### src/sv/mppa_pkg.sv
// ----------------------------------------------------------------------------
// mppa_pkg
// Shared widths, reset values and register codes of the masked-pixel
// premultiplier.
// ----------------------------------------------------------------------------
package mppa_pkg;

	localparam int unsigned PIX_W    = 32;
	localparam int unsigned CHAN_W   = 8;
	localparam int unsigned SHIFT_W  = 5;
	localparam int unsigned NUM_CHAN = 3;
	localparam int unsigned SQ_W     = 2 * CHAN_W;
	// 4 * c * c * a
	localparam int unsigned X_W      = 3 * CHAN_W + 2;
	// largest m with 255 * m * m <= x is at most 510
	localparam int unsigned ROOT_W   = CHAN_W + 1;

	localparam int unsigned ROOT_PER_STAGE = 2;
	localparam int unsigned ROOT_STAGES    = (ROOT_W + ROOT_PER_STAGE - 1) / ROOT_PER_STAGE;
	localparam int unsigned FRONT_STAGES   = 3;
	localparam int unsigned NUM_STAGES     = FRONT_STAGES + ROOT_STAGES;

	localparam logic [PIX_W-1:0] RED_MASK_RST   = 32'h00FF_0000;
	localparam logic [PIX_W-1:0] GREEN_MASK_RST = 32'h0000_FF00;
	localparam logic [PIX_W-1:0] BLUE_MASK_RST  = 32'h0000_00FF;

	localparam logic [SHIFT_W-1:0] RED_SHIFT_RST   = 5'd16;
	localparam logic [SHIFT_W-1:0] GREEN_SHIFT_RST = 5'd8;
	localparam logic [SHIFT_W-1:0] BLUE_SHIFT_RST  = 5'd0;
	localparam logic [SHIFT_W-1:0] ALPHA_SHIFT_RST = 5'd24;

	typedef enum logic [1:0] {
		REG_RED   = 2'd0,
		REG_GREEN = 2'd1,
		REG_BLUE  = 2'd2
	} cfg_reg_t;

	// index of lowest set bit, 0 when none
	function automatic logic [SHIFT_W-1:0] low_bit(input logic [PIX_W-1:0] m);
		logic [SHIFT_W-1:0] idx;
		idx = '0;
		for (int i = PIX_W - 1; i >= 0; i--) begin
			if (m[i]) begin
				idx = SHIFT_W'(i);
			end
		end
		return idx;
	endfunction

endpackage

### src/sv/mask_pixel_premultiply_alpha.sv
// ----------------------------------------------------------------------------
// mask_pixel_premultiply_alpha
// Masked 32-bit pixel to premultiplied ARGB8888 (gamma-2 premultiply).
// ----------------------------------------------------------------------------
// Takes one pixel per cycle unless in_stall holds it back, and returns one
// ARGB8888 item for each, in order. The stages are: channel extract, square,
// times alpha, then a five-stage root that resolves two of its nine result
// bits per stage (one in the last stage). Channel positions
// come from the red, green and blue masks (alpha is what none of them covers);
// shifts and the mask error flag are worked out when a mask is written, so
// masks should only be changed with the pipeline empty.
module mask_pixel_premultiply_alpha (
	input  logic                          clk,
	input  logic                          arst_n,
	input  logic                          cfg_we,
	input  logic [1:0]                    cfg_index,
	input  logic [mppa_pkg::PIX_W-1:0]    cfg_data,
	input  logic                          in_valid,
	output logic                          in_stall,
	input  logic [mppa_pkg::PIX_W-1:0]    source_pixel,
	output logic                          out_valid,
	input  logic                          out_stall,
	output logic [mppa_pkg::PIX_W-1:0]    packed_pixel,
	output logic                          mask_error
);

	localparam int unsigned NS = mppa_pkg::NUM_STAGES;
	localparam int unsigned FS = mppa_pkg::FRONT_STAGES;

	// configuration
	logic [mppa_pkg::PIX_W-1:0]   mask_q  [mppa_pkg::NUM_CHAN];
	logic [mppa_pkg::SHIFT_W-1:0] shift_q [mppa_pkg::NUM_CHAN];
	logic [mppa_pkg::SHIFT_W-1:0] alpha_shift_q;
	logic                         mask_err_q;
	logic [mppa_pkg::PIX_W-1:0]   mask_nxt [mppa_pkg::NUM_CHAN];
	logic [mppa_pkg::PIX_W-1:0]   alpha_nxt;

	always_comb begin
		for (int i = 0; i < mppa_pkg::NUM_CHAN; i++) begin
			mask_nxt[i] = mask_q[i];
		end
		unique case (cfg_index)
			mppa_pkg::REG_RED:   mask_nxt[0] = cfg_data;
			mppa_pkg::REG_GREEN: mask_nxt[1] = cfg_data;
			mppa_pkg::REG_BLUE:  mask_nxt[2] = cfg_data;
			default: ;
		endcase
		alpha_nxt = ~(mask_nxt[0] | mask_nxt[1] | mask_nxt[2]);
	end

	always_ff @(posedge clk or negedge arst_n) begin
		if (!arst_n) begin
			mask_q[0]     <= mppa_pkg::RED_MASK_RST;
			mask_q[1]     <= mppa_pkg::GREEN_MASK_RST;
			mask_q[2]     <= mppa_pkg::BLUE_MASK_RST;
			shift_q[0]    <= mppa_pkg::RED_SHIFT_RST;
			shift_q[1]    <= mppa_pkg::GREEN_SHIFT_RST;
			shift_q[2]    <= mppa_pkg::BLUE_SHIFT_RST;
			alpha_shift_q <= mppa_pkg::ALPHA_SHIFT_RST;
			mask_err_q    <= 1'b0;
		end else if (cfg_we) begin
			for (int i = 0; i < mppa_pkg::NUM_CHAN; i++) begin
				mask_q[i]  <= mask_nxt[i];
				shift_q[i] <= mppa_pkg::low_bit(mask_nxt[i]);
			end
			alpha_shift_q <= mppa_pkg::low_bit(alpha_nxt);
			mask_err_q    <= (mask_nxt[0] == '0) || (mask_nxt[1] == '0) ||
			                 (mask_nxt[2] == '0) || (alpha_nxt == '0);
		end
	end

	// pipeline flow control
	logic [NS:1] valid_s;
	logic [NS:1] adv;

	always_comb begin
		adv[NS] = !valid_s[NS] || !out_stall;
		for (int i = NS - 1; i >= 1; i--) begin
			adv[i] = !valid_s[i] || adv[i+1];
		end
	end

	always_ff @(posedge clk or negedge arst_n) begin
		if (!arst_n) begin
			valid_s <= '0;
		end else begin
			if (adv[1]) begin
				valid_s[1] <= in_valid;
			end
			for (int i = 2; i <= NS; i++) begin
				if (adv[i]) begin
					valid_s[i] <= valid_s[i-1];
				end
			end
		end
	end

	assign in_stall  = !adv[1];
	assign out_valid = valid_s[NS];

	// s1: channel extract
	logic [mppa_pkg::CHAN_W-1:0] chan_s1 [mppa_pkg::NUM_CHAN];
	logic [mppa_pkg::CHAN_W-1:0] alpha_s1;
	logic                        err_s1;
	logic [mppa_pkg::PIX_W-1:0]  sh_tmp [mppa_pkg::NUM_CHAN];
	logic [mppa_pkg::PIX_W-1:0]  sh_alpha;

	always_comb begin
		for (int i = 0; i < mppa_pkg::NUM_CHAN; i++) begin
			sh_tmp[i] = source_pixel >> shift_q[i];
		end
		sh_alpha = source_pixel >> alpha_shift_q;
	end

	always_ff @(posedge clk) begin
		if (adv[1]) begin
			for (int i = 0; i < mppa_pkg::NUM_CHAN; i++) begin
				chan_s1[i] <= sh_tmp[i][mppa_pkg::CHAN_W-1:0];
			end
			alpha_s1 <= sh_alpha[mppa_pkg::CHAN_W-1:0];
			err_s1   <= mask_err_q;
		end
	end

	// s2: c * c
	logic [mppa_pkg::SQ_W-1:0]   sq_s2 [mppa_pkg::NUM_CHAN];
	logic [mppa_pkg::CHAN_W-1:0] alpha_s2;
	logic                        err_s2;

	always_ff @(posedge clk) begin
		if (adv[2]) begin
			for (int i = 0; i < mppa_pkg::NUM_CHAN; i++) begin
				sq_s2[i] <= mppa_pkg::SQ_W'(chan_s1[i]) * mppa_pkg::SQ_W'(chan_s1[i]);
			end
			alpha_s2 <= alpha_s1;
			err_s2   <= err_s1;
		end
	end

	// s3: 4 * c * c * a
	logic [mppa_pkg::X_W-1:0]    x_s3 [mppa_pkg::NUM_CHAN];
	logic [mppa_pkg::CHAN_W-1:0] alpha_s3;
	logic                        err_s3;

	always_ff @(posedge clk) begin
		if (adv[3]) begin
			for (int i = 0; i < mppa_pkg::NUM_CHAN; i++) begin
				x_s3[i] <= {(mppa_pkg::SQ_W + mppa_pkg::CHAN_W)'(sq_s2[i]) *
				            (mppa_pkg::SQ_W + mppa_pkg::CHAN_W)'(alpha_s2), 2'b00};
			end
			alpha_s3 <= alpha_s2;
			err_s3   <= err_s2;
		end
	end

	// s4..: root stages, alpha and error ride alongside
	logic [mppa_pkg::CHAN_W-1:0] alpha_sn [FS+1:NS];
	logic                        err_sn   [FS+1:NS];
	logic [mppa_pkg::CHAN_W-1:0] root_n   [mppa_pkg::NUM_CHAN];

	always_ff @(posedge clk) begin
		if (adv[FS+1]) begin
			alpha_sn[FS+1] <= alpha_s3;
			err_sn[FS+1]   <= err_s3;
		end
		for (int i = FS + 2; i <= NS; i++) begin
			if (adv[i]) begin
				alpha_sn[i] <= alpha_sn[i-1];
				err_sn[i]   <= err_sn[i-1];
			end
		end
	end

	for (genvar c = 0; c < mppa_pkg::NUM_CHAN; c++) begin : g_chan
		mppa_root_pipe u_root (
			.clk    (clk),
			.adv    (adv[NS:FS+1]),
			.x      (x_s3[c]),
			.root_n (root_n[c])
		);
	end

	assign packed_pixel = {alpha_sn[NS], root_n[0], root_n[1], root_n[2]};
	assign mask_error   = err_sn[NS];

	// checks
	logic [mppa_pkg::PIX_W-1:0] alpha_mask_chk;
	assign alpha_mask_chk = ~(mask_q[0] | mask_q[1] | mask_q[2]);

	a_stall_only_full: assert property (@(posedge clk) disable iff (!arst_n)
		in_stall |-> (&valid_s) && out_stall)
		else $error("input stalled while pipeline has room");

	a_err_matches_masks: assert property (@(posedge clk) disable iff (!arst_n)
		mask_err_q == ((mask_q[0] == '0) || (mask_q[1] == '0) ||
		               (mask_q[2] == '0) || (alpha_mask_chk == '0)))
		else $error("mask error flag out of step with masks");

	a_alpha_shift: assert property (@(posedge clk) disable iff (!arst_n)
		(alpha_mask_chk != '0) |-> alpha_mask_chk[alpha_shift_q])
		else $error("alpha shift does not point at a set mask bit");

	a_zero_alpha: assert property (@(posedge clk) disable iff (!arst_n)
		out_valid && (packed_pixel[31:24] == '0) |-> (packed_pixel[23:0] == '0))
		else $error("color nonzero with zero alpha");

endmodule

### src/sv/mppa_root_pipe.sv
// ----------------------------------------------------------------------------
// mppa_root_pipe
// Pipelined digit-by-digit root: finds the largest m with 255*m*m <= x,
// two result bits per stage (one in the last), then rounds to n = (m + 1) / 2.
// ----------------------------------------------------------------------------
module mppa_root_pipe (
	input  logic                                clk,
	input  logic [mppa_pkg::ROOT_STAGES-1:0]    adv,
	input  logic [mppa_pkg::X_W-1:0]            x,
	output logic [mppa_pkg::CHAN_W-1:0]         root_n
);

	typedef struct packed {
		logic [mppa_pkg::X_W-1:0]    rem;
		logic [mppa_pkg::ROOT_W-1:0] root;
	} root_state_t;

	function automatic root_state_t root_step(root_state_t s, int unsigned k);
		logic [mppa_pkg::X_W-1:0] d;
		logic [mppa_pkg::X_W-1:0] w;
		root_state_t              r;
		d = (mppa_pkg::X_W'(s.root) << (k + 1)) | (mppa_pkg::X_W'(1) << (2 * k));
		// 255 * d
		w = (d << mppa_pkg::CHAN_W) - d;
		r = s;
		if (s.rem >= w) begin
			r.rem  = s.rem - w;
			r.root = s.root | (mppa_pkg::ROOT_W'(1) << k);
		end
		return r;
	endfunction

	root_state_t root_s [mppa_pkg::ROOT_STAGES-1];

	for (genvar s = 0; s < mppa_pkg::ROOT_STAGES; s++) begin : g_stage
		root_state_t cur;

		always_comb begin
			if (s == 0) begin
				cur = '{rem: x, root: '0};
			end else begin
				cur = root_s[(s == 0) ? 0 : s - 1];
			end
			for (int j = 0; j < mppa_pkg::ROOT_PER_STAGE; j++) begin
				if (s * mppa_pkg::ROOT_PER_STAGE + j < mppa_pkg::ROOT_W) begin
					cur = root_step(cur, mppa_pkg::ROOT_W - 1 - (s * mppa_pkg::ROOT_PER_STAGE + j));
				end
			end
		end

		if (s < mppa_pkg::ROOT_STAGES - 1) begin : g_mid
			always_ff @(posedge clk) begin
				if (adv[s]) begin
					root_s[s] <= cur;
				end
			end
		end else begin : g_last
			logic [mppa_pkg::ROOT_W:0] rnd;

			assign rnd = {1'b0, cur.root} + (mppa_pkg::ROOT_W + 1)'(1);

			always_ff @(posedge clk) begin
				if (adv[s]) begin
					root_n <= rnd[mppa_pkg::CHAN_W:1];
				end
			end
		end
	end

endmodule

### config.mk
export PLATFORM = sky130hd
export DESIGN_NAME = mask_pixel_premultiply_alpha
export DESIGN_NICKNAME = d
export VERILOG_FILES = /design/src/sv/mppa_pkg.sv /design/src/sv/mask_pixel_premultiply_alpha.sv /design/src/sv/mppa_root_pipe.sv
export SDC_FILE = /design/constraint.sdc
export NUM_CORES = 2
export LEC_CHECK = 0
export ABC_CLOCK_PERIOD_IN_PS = 17250
export BUFFER_PORTS_ARGS = -buffer_cell sky130_fd_sc_hd__buf_4
export CAP_MARGIN = 20
export CORE_UTILIZATION = 45
export CTS_CLUSTER_SIZE = 16
export DETAILED_ROUTE_END_ITERATION = 10
export PLACE_DENSITY = 0.63
export SKIP_CTS_REPAIR_TIMING = 1
export SKIP_LAST_GASP = 1
export SLEW_MARGIN = 10
export SYNTH_ARGS = -nofsm -noshare
export SYNTH_HDL_FRONTEND = slang
export SYNTH_HIERARCHICAL = 1
export SYNTH_SLANG_ARGS = --single-unit
### constraint.sdc
create_clock -name clk -period 17.25 [get_ports clk]
set_input_delay 1.725 -clock clk [delete_from_list [all_inputs] [get_ports clk]]
set_output_delay 1.725 -clock clk [all_outputs]
set_load 0.03 [all_outputs]
==> metrics.md <==
| Metric | Value |
|---|---|
| Outcome | finished clean |
| Max H-tree Level | 3 |
| CP required | 17700 ps |
| Die area | 152200 sq um |
| Die Y | 390.1 microns |
| I/O Buffers | 105 |
| Worst-path cell chain | ha_1 -> a2111oi_0 -> nor2_1 -> a211oi_1 -> o41a_2 -> nand2_1 -> inv_1 -> nand3_1 -> or3_1 -> xnor2_1 -> ha_1 -> nand4_1 -> nor2_1 -> o2111ai_4 -> a31oi_2 -> nor2_1 -> inv_1 -> mux2_2 |
| Core area | 149600 sq um |
| Multiplexer share of the synthesized area | 6.585% |
| Vias per cell | 5.619 |
| Most frequent cells in the layout | 710 x nand2_1, 609 x edfxtp_1, 570 x inv_1, 531 x ha_1, 441 x nor2_1 |
| CTS Sinks | 734 |
| Rel. slew slack | 28.97% |
| Critical Path End Type | flip-flop |
| Antenna viol nets, final | 0 |
| CTS buffer count | 90 |
| WHS Path Cells | 0 |
| Count of cell types in the netlist | 124 |
| Hold Vio Cnt, Final | 0 |
| CP bufs+invs | 2 |
| Area grow syn2layout | 8.599% |
| DRC | 0 |
| Final Util | 49.21% |
| Synth Area in XOR/XNOR | 6.255% |
| Delay-heaviest family, CP | compound AO/OA/AOI/OAI gates |
| Number of synthesized flops with an enable pin | 609 |
| First-pass GRT wire length | 262000 microns |
| GRT Util Overall | 20.69% |
| TritonRoute pass-1 iters | 6 |
| IO Pins | 106 |
| Main combinational cell family by area after synthesis | adder cells |
| R2R cell count | 18 |
| Syn Area/Cell | 9.520 sq um |
| Clock buffer depth | 3 |
| Warnings from Yosys | 6 |
| Post-synth ARST share | 17.03% |
| Per-cell routed wire length | 17.19 microns |
| Syn Inst Count | 7121 |
| Fin Hold WS | 415.0 ps |
| Post-route clock period utilization | 38.72% |
| Row count | 142 |
| Largest net degree at the start of global routing | 81 |
| Compound-Gate Fraction of Synth Area | 15.68% |
| Commonest non-fill, non-tap cell in the layout | nand2_1 |
| Grt ovf | 0 |
| Critical Path Fanout Max | 20 |
| Routed wire length | 158600 microns |
| WS Path Type | reg -> reg |
| Placed instance area | 70410 sq um |
| Largest stage delay, worst path | 700 ps |
| Simple-gate share of the synthesized area | 15.83% |
| Hold Path Class | reg -> reg |
| CP max stage cell | a31oi_2 |
| Final Max Tran Viols | 0 |
| Routed vias | 51830 |
| Share of layout cells above drive strength 1 | 9.434% |
| Startpoint types | flip-flop |
| Clk_skew | 67.43 ps |
| Skew-Pair Late Insertion Delay | 730 ps |
| Share of the yosys chip area belonging to registers | 31.64% |
| Layout Nets | 8044 |
| Worst path depth | 18 |
| CTS tree | built |
| Root buffer cell | clkbuf_16 |
| Synth Flop Type | edfxtp_1 |
| Fmax | 149.7 MHz |
| Design area | 73620 sq um |
| Initial antenna violation count | 1 |
| Min Tclk post-route | 6679 ps |
| Die X | 390.1 microns |
| GPL Wtd Cong | 0.9248 |
| Syn Std Cell Area | 67790 sq um |
| Crit path arrival time | 7130 ps |
| Fillers | 13900 |
| CTS clk-pin slew, worst paths | 70 ps |
| Starting DRT DRC Count | 2946 |
| CP dominant cell by count | nor2_1 |
| Synthesis-stage register bit count | 734 |
| Max-cap violation count | 0 |
| Vias in the first global route | 51220 |
| Initial core utilization | 45.31% |
| Final HPWL DP | 118700 microns |
| RSZ-0062 raised after global routing | false |
| Final setup fails | 0 |
| Slew of the pin with the lowest slew margin | 1065 ps |
| Adder-cell share of the synthesized area | 18.93% |
| Post-Route Setup TNS | 0 ps |
## layer usage
metal | track usage, % | routed length, microns | vias up
met5 | 0 | 0 | -
met1 | 27.40 | 72500 | 25020
li1 | - | - | 25480
met3 | 2.492 | 6439 | 252
met4 | 5.968 | 4017 | 0
met2 | 35.39 | 75620 | 1088
## kinds of logic (layout without fill, tap and decap cells)
kind of cell | after synthesis | count (layout)
fa+ha+maj | 840 | 840
mux | 393 | 393
xor+xnor | 482 | 482
compound gates | 1612 | 1612
other cells | 5 | 64
buf+inv | 863 | 892
flops | 734 | 734
simple gates | 2192 | 2192
## final cells by class
type | instances | area [sq um] | area share, %
clock buffers | 108 | 2370 | 3.219
inverters | 583 | 2193 | 2.979
diodes | 1 | 2.502 | 0.003399
multi-input cells | 5582 | 43180 | 58.65
clock inverters | 59 | 813.3 | 1.105
flip-flops and latches | 734 | 21450 | 29.14
repair buffers | 142 | 1086 | 1.475
well taps | 2016 | 2522 | 3.426
## per-stage QoR
step / worst slack (ps) / instances
6_report: 10570 / 9225
5_1_grt: 10060 / 9225
4_1_cts: 10550 / 9223
3_5_place_dp: 10600 / 9056
3_3_place_gp: 10670 / 9056
2_1_floorplan: 10420 / 7179
## state kept, by name (all words and copies together), names as in the netlist, 5 cells and up
| name | cells |
|---|---|
| err_sn | 5 |
| x_s3 | 72 |
| alpha_s3 | 8 |
| alpha_s1 | 8 |
| alpha_sn | 40 |
| alpha_s2 | 8 |
| alpha_shift_q | 5 |
| mask_q | 96 |
| shift_q | 15 |
| chan_s1 | 24 |
| valid_s | 8 |
| g_chan.u_root/root_n | 24 |
| g_chan.u_root/root_s | 372 |
| sq_s2 | 45 |
## worst register-to-register path, cell delays in order, from the launching register on
cell and delay [ps]:
edfxtp_1 490, ha_1 400, a2111oi_0 480, nor2_1 100, a211oi_1 310, o41a_2 230
nand2_1 420, inv_1 550, nand3_1 210, or3_1 350, xnor2_1 140, ha_1 390
nand4_1 120, nor2_1 190, o2111ai_4 200, a31oi_2 700, nor2_1 120, inv_1 590
mux2_2 420
## path summary, 6_finish.rpt
kind	start	endpoint	slack [ps]
setup / recovery	g_chan[1].u_root/root_s[2][8]$_DFFE_PP_	g_chan[1].u_root/root_s[3][24]$_DFFE_PP_	10570
hold / removal	g_chan[2].u_root/root_s[0][17]$_DFFE_PP_	g_chan[2].u_root/root_s[1][17]$_DFFE_PP_	410
setup reg to reg	g_chan[1].u_root/root_s[2][8]$_DFFE_PP_	g_chan[1].u_root/root_s[3][24]$_DFFE_PP_	10570
hold reg to reg	g_chan[2].u_root/root_s[0][17]$_DFFE_PP_	g_chan[2].u_root/root_s[1][17]$_DFFE_PP_	410
max in group asynchronous	arst_n	valid_s[1]$_DFFE_PN0N_	14770
min in group asynchronous	arst_n	mask_q[38]$_DFFE_PN0P_	1150
## cells in the mapped netlist (21+ instances only)
cell      number  area, sq um
mux2_2       191         2151
or3_1         31        193.9
a31o_2        24        210.2
dfrtp_1       97         2427
a32oi_1       32        280.3
a211oi_1      77        578.1
nor2_1       443         1663
edfxtp_1     609        18290
o31ai_1       41        307.8
nand2_1      713         2676
a31oi_1       55        344.1
nand2b_1      71        444.2
o21ai_1       28        140.1
mux4_2        21        473.0
nand4_1       53        331.6
o21ai_0      399         1997
mux2i_1      161         1612
clkbuf_1     183        686.9
dfstp_2       28        735.7
fa_1         309         6186
nand3_1      143        715.7
o211ai_1      66        495.5
a21o_1       131        983.4
or4_1         21        157.7
ha_1         531         6644
and2_1       253         1583
or2_2         27        168.9
nor4_1        72        450.4
nor3_1       158        790.8
a211o_1       21        183.9
buf_2         61        305.3
and3_1        47        294.0
a21oi_1      387         1937
o21a_1        53        397.9
nor2b_1       74        462.9
xor2_1       140         1226
o21bai_1      41        307.8
inv_1        572         2147
xnor2_1      341         2987
o22ai_1       41        256.5
Power is left out: the tool's default activity adds up to more than one toggle a clock period on the data nets, which glitch-free logic cannot reach.
